==> src/design/fhp_pkg.sv <==
`default_nettype none
package fhp_pkg;

	typedef enum logic [1:0] {
		CMD_SEED    = 2'd0,
		CMD_PERTURB = 2'd1,
		CMD_PASS    = 2'd2,
		CMD_READ    = 2'd3
	} cmd_t;

	localparam logic [2:0] REG_MAX_HEAT   = 3'd0;
	localparam logic [2:0] REG_VERT       = 3'd1;
	localparam logic [2:0] REG_HORIZ      = 3'd2;
	localparam logic [2:0] REG_RESIDUAL   = 3'd3;
	localparam logic [2:0] REG_TREND      = 3'd4;
	localparam logic [2:0] REG_WIDTH      = 3'd5;
	localparam logic [2:0] REG_HEIGHT     = 3'd6;

	localparam logic [8:0] RST_MAX_HEAT   = 9'd300;
	localparam logic [7:0] RST_VERT       = 8'd78;
	localparam logic [7:0] RST_HORIZ      = 8'd26;
	localparam logic [7:0] RST_RESIDUAL   = 8'd68;
	localparam logic [3:0] RST_TREND      = 4'd2;
	localparam logic [7:0] RST_WIDTH      = 8'd128;
	localparam logic [7:0] RST_HEIGHT     = 8'd128;

	localparam logic [8:0]  GREEN_OFS     = 9'd80;
	localparam logic [8:0]  BLUE_OFS      = 9'd160;
	localparam logic [10:0] RAMP_MAX      = 11'd255;
	localparam logic [15:0] LIVE_MAX      = 16'hFFFF;

	typedef enum logic [3:0] {
		ST_CLR,
		ST_IDLE,
		ST_PERT_RD,
		ST_PERT_WR,
		ST_READ_RD,
		ST_READ_WAIT,
		ST_DIV,
		ST_PASS_RD,
		ST_PASS_CLAMP,
		ST_PASS_MUL,
		ST_NB_RD,
		ST_NB_WR,
		ST_PASS_FIN,
		ST_DONE
	} state_t;

	function automatic logic [7:0] ramp3(input logic [8:0] p, input logic [8:0] ofs);
		logic [10:0] t;
		t = 11'd0;
		if (p >= ofs) begin
			t = 11'(p - ofs) * 11'd3;
		end
		ramp3 = (t > RAMP_MAX) ? 8'hFF : t[7:0];
	endfunction

endpackage
`default_nettype wire

==> src/design/fhp_mod_unit.sv <==
`default_nettype none
module fhp_mod_unit import fhp_pkg::*; (
	input  wire logic       clk,
	input  wire logic       arst_n,
	input  wire logic       start,
	input  wire logic [8:0] dividend,
	input  wire logic [8:0] divisor,
	output logic            busy,
	output logic      [8:0] remainder
);

	logic [3:0] cnt_q;
	logic [9:0] rem_q;
	logic [8:0] dv_q;
	logic [8:0] dsr_q;
	logic [9:0] trial;

	assign trial = {rem_q[8:0], dv_q[8]};

	always_ff @(posedge clk or negedge arst_n) begin
		if (!arst_n) begin
			cnt_q <= 4'd0;
		end else if (start) begin
			cnt_q <= 4'd9;
		end else if (cnt_q != 4'd0) begin
			cnt_q <= cnt_q - 4'd1;
		end
	end

	always_ff @(posedge clk) begin
		if (start) begin
			rem_q <= 10'd0;
			dv_q  <= dividend;
			dsr_q <= divisor;
		end else if (cnt_q != 4'd0) begin
			rem_q <= (trial >= {1'b0, dsr_q}) ? trial - {1'b0, dsr_q} : trial;
			dv_q  <= {dv_q[7:0], 1'b0};
		end
	end

	assign busy      = (cnt_q != 4'd0);
	assign remainder = (dsr_q == 9'd0) ? 9'd0 : rem_q[8:0];

endmodule
`default_nettype wire

==> config.mk <==
export PLATFORM = sky130hd
export DESIGN_NAME = fhp_mod_unit
export DESIGN_NICKNAME = d
export VERILOG_FILES = /design/src/design/fhp_pkg.sv /design/src/design/fhp_mod_unit.sv
export SDC_FILE = /design/constraint.sdc
export NUM_CORES = 1
export LEC_CHECK = 0
export BUFFER_PORTS_ARGS = -buffer_cell sky130_fd_sc_hd__buf_2
export CAP_MARGIN = 20
export CORE_MARGIN = 2
export CORE_UTILIZATION = 60
export DETAILED_ROUTE_END_ITERATION = 10
export PLACE_DENSITY = 0.84
export REMOVE_ABC_BUFFERS = 1
export SKIP_CTS_REPAIR_TIMING = 1
export SYNTH_ARGS = -nofsm -noshare
export SYNTH_HDL_FRONTEND = slang
export SYNTH_SLANG_ARGS = --single-unit
==> constraint.sdc <==
create_clock -name clk -period 6 [get_ports clk]
set_input_delay 0.6 -clock clk [delete_from_list [all_inputs] [get_ports clk]]
set_output_delay 0.6 -clock clk [all_outputs]
set_load 0.01 [all_outputs]
==> results, run 1 <==
- The run finished with clean final reports.
- After routing the design area is 2060 µm².
- Detailed placement ended at an HPWL of 2760 µm.
- The highest attainable clock frequency is around 0.34 GHz.
- The clock latency on the worst-skew pair is 0.32 ns.
- The area overhead of the layout relative to synthesis is 12.5%.
- The final-report setup violation count is 0.
- Counting flops and latches in the post-synthesis netlist gives 31.
- The final period utilization is 0.488.
- Setup repair after global routing left no endpoint under its margin.
- The TritonCTS clock tree is done.
- The power density relative to cell area is 438 nW/µm².
- The placed cell area is 2000 µm².
- The starting utilization of the core area is 0.616.
- The actual transition at the worst max-transition pin is 0.565 ns.
- The number of max-slew violations in the final report was 0.
- The number of buffers on the longest clock path is 2.
- The antenna cell count is 0.
- The total clock buffers created by CTS is 5.
- The tool flagged a number of max-cap violations equal to 0.
- The standard cell core area is ~3000 µm².
- The arrival time at the worst endpoint is 2.33 ns.
- The overall via count from detail_route is 1444.
- For the finished layout, the period the worst path requires is 2.93 ns.
- In the final layout, the share of cells above drive strength 1 is 0.251.
- The detailed router finished its first iteration with 84 violations.
- Data on the critical path is required at its endpoint by 5.40 ns.
- The maximum fanout along the worst path is 18.
- The number of cells produced by synthesis is 174.
- The first global-routing pass estimated about 6300 µm of wire.
- The number of flops mapped to enable cells by yosys is 18.
- The layout has around 230 filler cells.
- For this run, design rule violations remaining after detail routing come to 0.
- STA classifies the critical path startpoint as a register.
- In this design, the stage delay of the slowest critical-path cell is 0.53 ns.
- Traced cell by cell, the critical path runs through inv_1, ha_1, nor3b_2, clkinv_1, buf_2.
- For this design the top-level I/O count stands at 31.
- Dividing the detail-routed via count by the number of cells gives 6.02.
- The length in cells of the worst reg-to-reg path is 9.
- For this design, the slowest cell found on the critical path is sky130_fd_sc_hd__clkinv_1.
- The number of cell rows is 20.
- The fraction of synthesis flops using an asynchronous set or reset pin is 0.129.
- The detailed-router iteration count before antenna repair is 5.
- The post-synthesis average cell area is 10.5 µm².
- The number of buffer and inverter instances along the worst setup path is 3.
- Counting distinct cell types in the post-synthesis netlist gives 47.
- For this run, the register share of the synthesized area comes to 0.447.
- For the final database, setup skew stands at between 0.01 and 0.015 ns.
- At the end of routability-driven placement, the weighted congestion stood at approximately 0.92.
- The die covers 3520 µm².
- Port buffering added 30 buffers.
- The number of nets in the layout is 238.
- The leakage dissipation is 0.909 nW.
- Yosys printed 0 warnings.
- The number of antenna violations at the first check in global routing is 0.
- The worst hold path class is in -> async.
- The number of nets with antenna violations after detailed routing is 0.
- The worst-case vdd ir drop is 0.229 mV.
- The cell area that synthesis handed to floorplanning was between 1500 and 2000 µm².
- In this run the number of H-tree levels came out at 2.
- Clock-pin slew was measured on the worst setup and hold paths at 0.10 ns.
- The total count of hold-check failures in the final report is 0.
- Broken down by cell family, the worst path's largest delay share belongs to buffers and inverters.
- In this run the clock root is driven by a sky130_fd_sc_hd__clkbuf_4.
- After detailed routing, the average wire length per cell comes to approximately 16 µm.
- The main flop type after synthesis is sky130_fd_sc_hd__edfxtp_1.
- The total negative slack for setup checks is 0 ns.
- The y dimension of the die is 59.3 µm.
- The total routed wirelength is 3880 µm.
- Global routing finished with a remaining overflow of 0.
- The via count of the first global-routing pass is ~1500.
- Headroom to the max-slew limit came out at 0.623.
- In this run the horizontal extent of the chip is 59.3 µm.
- The TritonCTS sink count is 31.
- The worst setup path is captured at a primary output.
- Across every metal layer, demand over resource in global routing totals 0.249.
- The critical path is of the reg -> out type.
- Entering global routing, the biggest net connects 28 pins.
- In this run the number of cells on the critical path is 5.
## cell usage after synthesis, drive strengths merged (2+ instances only)
cell    number  area (µm²)
dfrtp        4         100
nand3b       3        22.5
and3         2        12.5
edfxtp      18         541
xor2         3        26.3
nand3        4        20.0
nand2b       3        18.8
nand2        6        22.5
a211o        2        17.5
a21oi       12        60.1
a311oi       2        17.5
nor2        12        45.0
or3          2        17.5
mux2         8        90.1
buf          2        10.0
and2         9        56.3
o21ai        8        40.0
o211ai       2        28.8
xnor2        2        17.5
o31ai        2        15.0
a211oi       6        50.1
mux2i        5        50.1
clkbuf       3        12.5
inv         16        60.1
dfxtp        9         180
nor3         3        15.0
ha          10         125
## final timing paths
path / slack, ns / startpoint / end
setup / recovery: 3.07 / cnt_q[0]$_DFFE_PN0P_ / busy
hold / removal: 0.05 / arst_n / cnt_q[1]$_DFFE_PN0P_
setup reg to reg: 3.52 / dv_q[8]$_DFFE_PP_ / rem_q[5]$_SDFFE_PP0P_
hold reg to reg: 0.54 / rem_q[2]$_SDFFE_PP0P_ / rem_q[2]$_SDFFE_PP0P_
max in group asynchronous: 5.82 / arst_n / cnt_q[3]$_DFFE_PN0P_
min in group clk: 0.45 / divisor[6] / dsr_q[6]$_DFFE_PP_
## cell type report
type,instances,area [µm²],share of cell area
clock buffer,7,55.1,0.0267
clock inverter,1,5.00,0.00242
inverter,17,63.8,0.0309
multi-input combinational,121,928,0.450
sequential,31,821,0.398
tap,33,41.3,0.0200
timing repair buffer,30,150,0.0727
## registers in the layout, indices dropped and copies added, names as in the netlist
name / flops
dsr_q: 9
dv_q: 9
rem_q: 9
cnt_q: 4
## per-layer routing
| layer | vias to the layer above | routed length (µm) | global-route usage |
|---|---|---|---|
| met1 | 656 | 1550 | 0.273 |
| met4 | 0 | 174 | 0.123 |
| li1 | 707 | - | - |
| met5 | - | 0 | 0 |
| met2 | 59 | 1960 | 0.438 |
| met3 | 22 | 198 | 0.0677 |
## kinds of logic (layout without fill, tap and decap cells)
logic type,count (synthesis),in the layout,synth area share
adder cells (fa/ha/maj),11,11,0.0791
AO/OA/AOI/OAI,41,41,0.162
flip-flops,31,31,0.447
multiplexers,13,13,0.0763
AND/OR/NAND/NOR,51,51,0.165
buffers and inverters,22,55,0.0470
XOR/XNOR,5,5,0.0239
## power breakdown
group	total [mW]	switching (mW)	leakage (nW)	internal (mW)
logic	0.461	0.261	0.567	0.200
clock network	0.124	0.0672	0.0353	0.0567
registers	0.319	0.0455	0.306	0.273
## metrics by stage
| stage | hold WS (ns) | utilization | std cells | total power [mW] | worst slack (ns) |
|---|---|---|---|---|---|
| after detailed placement | 0.411 | 0.673 | 232 | 0.767 | 3.49 |
| after floorplan | 0.304 | - | 169 | 0.650 | 3.86 |
| after CTS | 0.0498 | 0.693 | 240 | 0.900 | 3.11 |
| after global placement | 0.406 | 0.673 | 232 | 0.746 | 3.59 |
| final | 0.0544 | 0.693 | 240 | 0.903 | 3.07 |
| after global routing | 0.0445 | 0.693 | 240 | 0.956 | 2.84 |
## layout by cell type (no fill, tap or decap), drive strengths merged, types with 2 or more instances in the layout
cell type and instances:
nand3 4, mux2 8, inv 16, o21ai 8, ha 10, clkinv 2, nand3b 3, xor2 3
nor2 12, a21oi 12, nand2 6, buf 30, nand2b 3, a211o 2, dfxtp 9, a211oi 6
o31ai 2, and2 9, clkbuf 7, dfrtp 4, xnor2 2, a311oi 2, mux2i 5, and3 2
or3 2, nor3 3, o211ai 2, edfxtp 18
No activity file was read; power rests on OpenSTA's default activity.
==> run 2, diff against run 1 <==
- ABC_AREA: default -> 1
- CORE_UTILIZATION: 60 -> 56
- PLACE_DENSITY: 0.84 -> 0.79
- clock period: 6 -> 2.9 ns (I/O delays scaled with it)
==> results, run 2 <==
- The initial detailed-routing violation count was 131 (+56%).
- The total negative slack for setup checks is 0 ns (unchanged).
- The area growth from synthesis to layout is 14.2%.
- The most frequently used cell type in the post-synthesis netlist is sky130_fd_sc_hd__nand2_1.
- The arithmetic-cell share of the synthesized area counting full adders, half adders and majority gates is 0.0772 (-0.00184).
- The sequential cell fraction of total power came to 0.366 (+0.013).
- The fraction of synthesized cell area in xor and xnor cells is 0.0140 (-0.00988).
- The start point of the worst min-delay path is divisor[5].
- The number of cells produced by synthesis was 248 (+43%).
- The met2 track demand over resource came to 0.367 (-0.0711).
- The total count of hold-check failures in the final report is 0 (unchanged).
- The critical path goes through inv_1, nand3_1, nor4_2, nor2_1, buf_2.
- The run finished with clean final reports.
- The half-perimeter wire length of the detailed placement result was 2900 µm (+5.1%).
- The highest attainable clock frequency is 0.471 GHz.
- Setup repair after global routing left no endpoint under its margin.
- The routing layer with the top usage in global route is met2.
- The source of the worst register-to-register timing path is dv_q[8]$_DFFE_PP_.
- The power after layout was 1.64 mW (+81%).
- The standard cell core area was 3280 µm² (+10%).
- The mux cell area share after synthesis is 0 (-0.0763).
- The horizontal die dimension is 61.9 µm (+4.4%).
- The full die area was 3840 µm² (+9.0%).
- The worst hold path belongs to the class in -> reg.
- The detailed-router iteration count before antenna repair is 4 (-1).
- The number of library cell types mapped by synthesis is 26 (-45%).
- The count of H-tree levels built during CTS is 2 (unchanged).
- The share of cells above drive strength 1 is 0.162 (-0.0892).
- The number of buffer and inverter instances along the worst setup path is 2 (-1).
- The number of flops mapped to enable cells by yosys is 18 (unchanged).
- The fraction of synthesis flops using an asynchronous set or reset pin is 0.129 (unchanged).
- The number of max-cap violations is 0 (unchanged).
- The power density relative to cell area is 762 nW/µm² (+74%).
- The commonest cells after synthesis are 88 x sky130_fd_sc_hd__nand2_1, 44 x sky130_fd_sc_hd__inv_1, 28 x sky130_fd_sc_hd__nand3_1, 19 x sky130_fd_sc_hd__nor2_1, 18 x sky130_fd_sc_hd__edfxtp_1.
- The cell at the slowest stage of the critical path is sky130_fd_sc_hd__nor4_2.
- The leading cell type in the layout, fill and taps excluded is sky130_fd_sc_hd__nand2_1.
- The wire length of the first global-routing pass is 5930 µm (-6.6%).
- The total overflow reported by the global router came to 0 (unchanged).
- The worst-case headroom to the max-slew limit is 0.451 (-0.172).
- The worst clock skew came to 0.00932 ns (-0.00134 ns).
- The net switching power figure is 650 µW (+74%).
- The met3 routing resource usage after global routing is 0.0518 (-0.0159).
- CTS placed an instance of sky130_fd_sc_hd__clkbuf_4 at the clock tree root.
- The fraction of post-synthesis cell area in the top cell type by area is 0.288 (-0.00686).
- The leading area contributor after synthesis is sky130_fd_sc_hd__edfxtp_1.
- The number of max-slew violations in the final report is 0 (unchanged).
- For this run, the leading register cell type out of synthesis is sky130_fd_sc_hd__edfxtp_1.
- The number of buffers on the longest clock path came to 2 (unchanged).
- Of the available clock period, the critical path in the final layout requires 0.733.
- The DRC violation count after routing is 0 (unchanged).
- The antenna cell count is 0 (unchanged).
- By area the synthesized netlist is led by sky130_fd_sc_hd__edfxtp_1 29%, sky130_fd_sc_hd__nand2_1 18%, sky130_fd_sc_hd__dfxtp_1 9.6%.
- The global routing met1 resource utilization came to 0.268 (-0.00460).
- The quantity of I/O buffers inserted on ports is 30 (unchanged).
- The critical path capture point type is a primary output.
- The starting utilization of the core area is 0.572 (-0.0442).
- The number of warnings reported in the yosys synthesis log is 0 (unchanged).
- The number of nets in the layout was 315 (+32%).
- The y dimension of the die was 61.9 µm (+4.4%).
- The number of antenna violations at the first check in global routing came to 0 (unchanged).
- The via density per instance was 4.80 (-20%).
- The all-layer global routing usage is 0.216 (-0.0328).
- The number of cell rows is 21 (+5.0%).
- The share of the yosys chip area belonging to registers is 0.437 (-0.0104).
- The share of total power consumed by net switching was 0.398 (-0.0159).
- The I/O pin total is 31 (unchanged).
- The number of register bits inferred by synthesis is 31 (unchanged).
- The average routed wire per standard cell is 11.1 µm (-31%).
- The TritonCTS sink count was 31 (unchanged).
- The maximum number of pins on one net before global-route repair is 24 (-14%).
- The overall via count from detail_route is 1585 (+9.8%).
- The number of nets with antenna violations after detailed routing is 0 (unchanged).
- The total internal power is 985 µW (+86%).
- The total routed wirelength is 3670 µm (-5.4%).
- The main combinational cell family by area after synthesis is simple AND/OR/NAND/NOR gates.
- The final-report setup violation count was 0 (unchanged).
- The final weighted congestion in routability-driven placement is 0.888 (-3.9%).
- The fraction of the mapped netlist area in simple logic gates was 0.344 (+0.179).
- TritonCTS built the clock tree.
- The critical path launch point is dsr_q[6]$_DFFE_PP_.
- On the critical path the largest part of the delay comes from simple AND/OR/NAND/NOR gates.
- The arrival time at the worst endpoint is 1.83 ns (-0.50 ns).
- The type of the setup path with the least slack is reg -> out.
- The power share of the combinational group was 0.466 (-0.044).
- The leakage dissipation came to 1.18 nW (+29%).
- The synthesized cell area is 1880 µm² (+2.4%).
- The worst-case vdd ir drop is 0.413 mV (+81%).
- STA classifies the critical path startpoint as a register.
- The top cell types in the final layout, fill and taps aside, are 88 x sky130_fd_sc_hd__nand2_1, 44 x sky130_fd_sc_hd__inv_1, 30 x sky130_fd_sc_hd__buf_2, 28 x sky130_fd_sc_hd__nand3_1, 19 x sky130_fd_sc_hd__nor2_1.
- The actual transition at the worst max-transition pin is 0.816 ns (+0.251 ns).
- In the final layout, the registers with the most flip-flops are dsr_q (9), dv_q (9), rem_q (9).
- The post-synthesis average cell area is 7.58 µm² (-28%).
- The required time of the critical path is 2.61 ns (-2.79 ns).
- The longest individual stage delay on the worst path was 0.69 ns (+0.16 ns).
- The worst path needs around 2.1 ns of the cycle, external delays included.
- The total clock buffers created by CTS is 5 (unchanged).
- The clock latency on the worst-skew pair is 0.32 ns (about the same).
- The post-synthesis compound-gate area fraction came to 0.0253 (-0.136).
- The via count of the first global-routing pass is 1410 (-4.1%).
- The clock transition at the register clock pins on the worst setup and hold paths after CTS is 0.09 ns (about the same).
- The worst hold slack is 0.141 ns (+0.0871 ns).
- The maximum fanout along the worst path is 9 (-9).
- The part of the power in the clock network is 0.168 (+0.031).
## run 2: cell types whose count changed after synthesis, moves of 5 or more
cell                       change
sky130_fd_sc_hd__a21oi_1       -7
sky130_fd_sc_hd__nor2_1        +7
sky130_fd_sc_hd__mux2i_1       -5
sky130_fd_sc_hd__nand3_1      +24
sky130_fd_sc_hd__inv_1        +28
sky130_fd_sc_hd__and2_1        -9
sky130_fd_sc_hd__a211oi_1      -5
sky130_fd_sc_hd__nand2_1      +82
sky130_fd_sc_hd__o21ai_0       -8
sky130_fd_sc_hd__mux2_2        -8
## run 2: power by group through the flow
| stage | Sequential (mW) | Combinational, mW | Clock [mW] |
|---|---|---|---|
| 2_1_floorplan | 0.594 | 0.577 | 0 |
| 3_3_place_gp | 0.604 | 0.744 | 0 |
| 3_5_place_dp | 0.608 | 0.758 | 0 |
| 4_1_cts | 0.598 | 0.761 | 0.283 |
| 5_1_grt | 0.607 | 0.869 | 0.301 |
| 6_report | 0.599 | 0.762 | 0.275 |
## run 2: final timing paths
| check | end | slack (ns) | cells after the start |
|---|---|---|---|
| max reg2reg | rem_q[5]$_SDFFE_PP0P_ | 0.98 | 11 |
| max | remainder[2] | 0.78 | 5 |
| min | dsr_q[5]$_DFFE_PP_ | 0.14 | 1 |
| min in group asynchronous | cnt_q[2]$_DFFE_PN0P_ | 0.31 | 2 |
| max in group asynchronous | cnt_q[0]$_DFFE_PN0P_ | 2.48 | 2 |
| min reg2reg | rem_q[7]$_SDFFE_PP0P_ | 0.48 | 2 |
## run 2: through the flow
step / instance area, µm² / cells / setup slack, ns / utilization
floorplan: 1850 / 244 / 1.01 / -
detailed placement: 2070 / 321 / 1.01 / 0.629
finish: 2150 / 330 / 0.775 / 0.653
global placement: 2070 / 321 / 1.03 / 0.629
CTS: 2140 / 329 / 0.744 / 0.650
global route: 2150 / 330 / 0.581 / 0.653
## run 2: final cells by class
type	count	area [µm²]
Multi-Input combinational cell	169	866
Timing Repair Buffer	32	168
Inverter	44	165
Clock buffer	8	68.8
Sequential cell	31	821
Tap cell	46	57.6
Fill cell	304	1140
## run 2: kinds of logic after synthesis
kind of cell	count (synthesis)
XOR/XNOR	3
buffers and inverters	48
adder cells (fa/ha/maj)	11
AO/OA/AOI/OAI	8
AND/OR/NAND/NOR	147
flip-flops	31
## run 2: per-layer routing
layer  part of all wire  vias up
met5                  0        -
met1               0.43      675
met4             0.0084        0
met2               0.50       57
met3              0.066        4
li1                   -      849
## run 2: worst reg2reg max path, cell delays in order, from the launching register on
cell and delay (ns):
sky130_fd_sc_hd__edfxtp_1 0.36, sky130_fd_sc_hd__inv_1 0.08, sky130_fd_sc_hd__ha_1 0.15, sky130_fd_sc_hd__inv_1 0.08, sky130_fd_sc_hd__fa_1 0.44, sky130_fd_sc_hd__nand4_1 0.15
sky130_fd_sc_hd__nand2_1 0.11, sky130_fd_sc_hd__nand2_4 0.16, sky130_fd_sc_hd__nand2_8 0.09, sky130_fd_sc_hd__nand2_1 0.09, sky130_fd_sc_hd__nand3_1 0.08, sky130_fd_sc_hd__nand2_1 0.08
==> run 3, diff against run 2 <==
- ABC_AREA: 1 -> 0
- CORE_UTILIZATION: 56 -> 50
- PLACE_DENSITY: 0.79 -> 0.75
- clock period: 2.9 -> 1.7 ns (I/O delays scaled with it)
==> results, run 3 (synthesis gave the netlist of run 1 again) <==
- The run finished, with violations left.
- The checks that failed: setup timing.
- The share of cells above drive strength 1 is 0.479 (+0.317).
- The I/O pin total is 31 (unchanged).
- The number of max-slew violations in the final report came to 0 (unchanged).
- The y dimension of the die was 64.6 µm (+4.3%).
- The number of max-cap violations is 0 (unchanged).
- The via density per instance is 5.39 (+12%).
- The worst-case vdd ir drop is 0.958 mV (+130%).
- The area overhead of the layout relative to synthesis is 44.4%.
- The total negative slack for setup checks is -7.54 ns (-7.54 ns).
- The horizontal die dimension was 64.6 µm (+4.3%).
- The total routed wirelength is 4830 µm (+31%).
- The area of the multi-input gates is 1010 µm² (+17%).
- The wire length of the first global-routing pass is 7100 µm (+20%).
- The post-route minimum period is 2.30 ns.
- The longest individual stage delay on the worst path is 0.42 ns (-0.27 ns).
- The number of nets in the layout is 290 (-7.9%).
- The final weighted congestion in routability-driven placement is 0.867 (-2.3%).
- The total count of hold-check failures in the final report is 0 (unchanged).
- The number of antenna violations at the first check in global routing is 0 (unchanged).
- The DRC violation count after routing is 0 (unchanged).
- The library cells used most frequently in the layout, excluding fill and tap cells, are 45 x sky130_fd_sc_hd__buf_4, 23 x sky130_fd_sc_hd__buf_2, 18 x sky130_fd_sc_hd__edfxtp_1, 13 x sky130_fd_sc_hd__buf_6.
- The maximum number of pins on one net before global-route repair was 27 (+13%).
- The initial detailed-routing violation count came to 120 (-8.4%).
- The number of nets with antenna violations after detailed routing was 0 (unchanged).
- The post-route cell area came to 2650 µm² (+23%).
- The count of fill cells added during filler insertion came to 239 (-21%).
- The cell at the slowest stage of the critical path is sky130_fd_sc_hd__edfxtp_1.
- In the finished design, the share of the clock period the worst path needs comes to 1.35.
- The quantity of I/O buffers inserted on ports was 30 (unchanged).
- The root cell of the clock tree is sky130_fd_sc_hd__clkbuf_8.
- The all-layer global routing usage is 0.224 (+0.00808).
- The leakage dissipation is 1.19 nW (+1.4%).
- The critical path capture point type is a register.
- The detailed-router iteration count before antenna repair is 4 (unchanged).
- The placed cell area came to 2350 µm² (+14%).
- The smallest setup slack after layout came to -0.595 ns (-1.37 ns).
- The overall via count from detail_route came to 1656 (+4.5%).
- The standard cell core area is 3610 µm² (+9.8%).
- The antenna cell count is 0 (unchanged).
- The power density relative to cell area is 1590 nW/µm² (+110%).
- The largest registers in the layout are dsr_q (9), dv_q (9), rem_q (9).
- The number of buffers on the longest clock path is 2 (unchanged).
- The worst slack after detailed placement is -0.618 ns (-1.63 ns).
- The starting utilization of the core area is 0.509 (-0.0632).
- The min-delay analysis places its worst path in the category in -> reg.
- The TritonCTS sink count is 31 (unchanged).
- The required time of the critical path is 1.87 ns (-0.74 ns).
- The arrival time at the worst endpoint is 2.46 ns (+0.63 ns).
- The worst-case headroom to the max-slew limit is 0.744 (+0.293).
- The critical path goes through ha_2, inv_2, fa_2, a211oi_2, o31a_2, o211ai_4, buf_6, mux2i_2, a21oi_1.
- The critical path is of the reg -> reg type.
- The maximum fanout along the worst path came to 6 (-3).
- The total overflow reported by the global router is 0 (unchanged).
- The clock latency on the worst-skew pair was 0.28 ns (-0.04 ns).
- STA classifies the critical path startpoint as a register.
- The average routed wire per standard cell is 15.7 µm (+41%).
- Setup repair after global routing could not meet its margin everywhere.
- The area taken by flip-flops and latches was 821 µm² (unchanged).
- The via count of the first global-routing pass is 1614 (+14%).
- The number of cell rows is 22 (+4.8%).
- The leading cell type in the layout, fill and taps excluded is sky130_fd_sc_hd__buf_4.
- The worst clock skew is 0.00370 ns (-0.00562 ns).
- Static timing analysis puts the maximum clock frequency at 0.436 GHz.
- The TritonCTS clock tree is done.
- The full die area was 4170 µm² (+8.8%).
- The final-report setup violation count is 18 (+18).
- The count of H-tree levels built during CTS is 2 (unchanged).
- The clock transition at the register clock pins on the worst setup and hold paths after CTS is 0.07 ns (-0.02 ns).
- The total clock buffers created by CTS is 5 (unchanged).
- The slack of the worst reg-to-reg path is -0.60 ns (-1.58 ns).
- The actual transition at the worst max-transition pin is 0.380 ns (-0.436 ns).
- The half-perimeter wire length of the detailed placement result was 3320 µm (+15%).
[run 3: cell count changes in the layout (fill, tap and decap cells not counted), sizes merged, moves of 3 or more]
cell,before,now
a21oi,6,12
nand3,28,4
nand3b,0,3
buf,31,81
xor2,0,3
inv,44,17
and2,0,9
mux2,0,8
a211oi,0,6
nand2,91,6
mux2i,0,5
nor2,21,12
o21ai,0,8
nand2b,0,3
[run 3: report_power, final]
part	switching (mW)	leakage [nW]	internal, mW	total [mW]
clock	0.291	0.0412	0.286	0.576
combinational	1.16	0.846	1.41	2.57
sequential	0.111	0.306	0.966	1.08
[run 3: final timing paths]
| path | from | endpoint | cells past startpoint |
|---|---|---|---|
| hold / removal | divisor[7] | dsr_q[7]$_DFFE_PP_ | 1 |
| max in group asynchronous | arst_n | cnt_q[1]$_DFFE_PN0P_ | 2 |
| min in group asynchronous | arst_n | cnt_q[0]$_DFFE_PN0P_ | 2 |
| setup reg to reg | dsr_q[0]$_DFFE_PP_ | rem_q[1]$_SDFFE_PP0P_ | 9 |
| hold reg to reg | dv_q[5]$_DFFE_PP_ | dv_q[6]$_DFFE_PP_ | 1 |
| setup / recovery | dsr_q[0]$_DFFE_PP_ | rem_q[1]$_SDFFE_PP0P_ | 9 |
[run 3: final cells by class]
type	instances	area share
Timing Repair Buffer	82	0.230
Tap cell	48	0.0227
Sequential cell	31	0.310
Clock buffer	6	0.0274
Multi-Input combinational cell	121	0.381
Clock inverter	2	0.00472
Inverter	17	0.0241
[run 3: critical path: cells and delay by family (launching register included)]
family                   cells  cell delay (ns)
buffers and inverters        2             0.21
multiplexers                 1             0.21
adder cells (fa/ha/maj)      2             0.43
flip-flops                   1             0.42
AO/OA/AOI/OAI                4             0.92
[run 3: layer usage]
layer	wire length, µm	up-vias	GRT usage
li1	-	804	-
met1	1960	786	0.257
met2	2430	49	0.396
met3	254	17	0.0625
met4	174	0	0.0851
met5	0	-	0
[run 3: through the flow]
step,total power [mW],utilization,hold slack (ns),instances
global placement,3.21,0.653,-0.0213,291
finish,4.23,0.735,0.0569,307
CTS,3.83,0.676,-0.320,299
global route,4.49,0.735,0.0491,307
floorplan,2.30,-,-0.126,169
detailed placement,3.26,0.653,-0.0188,291
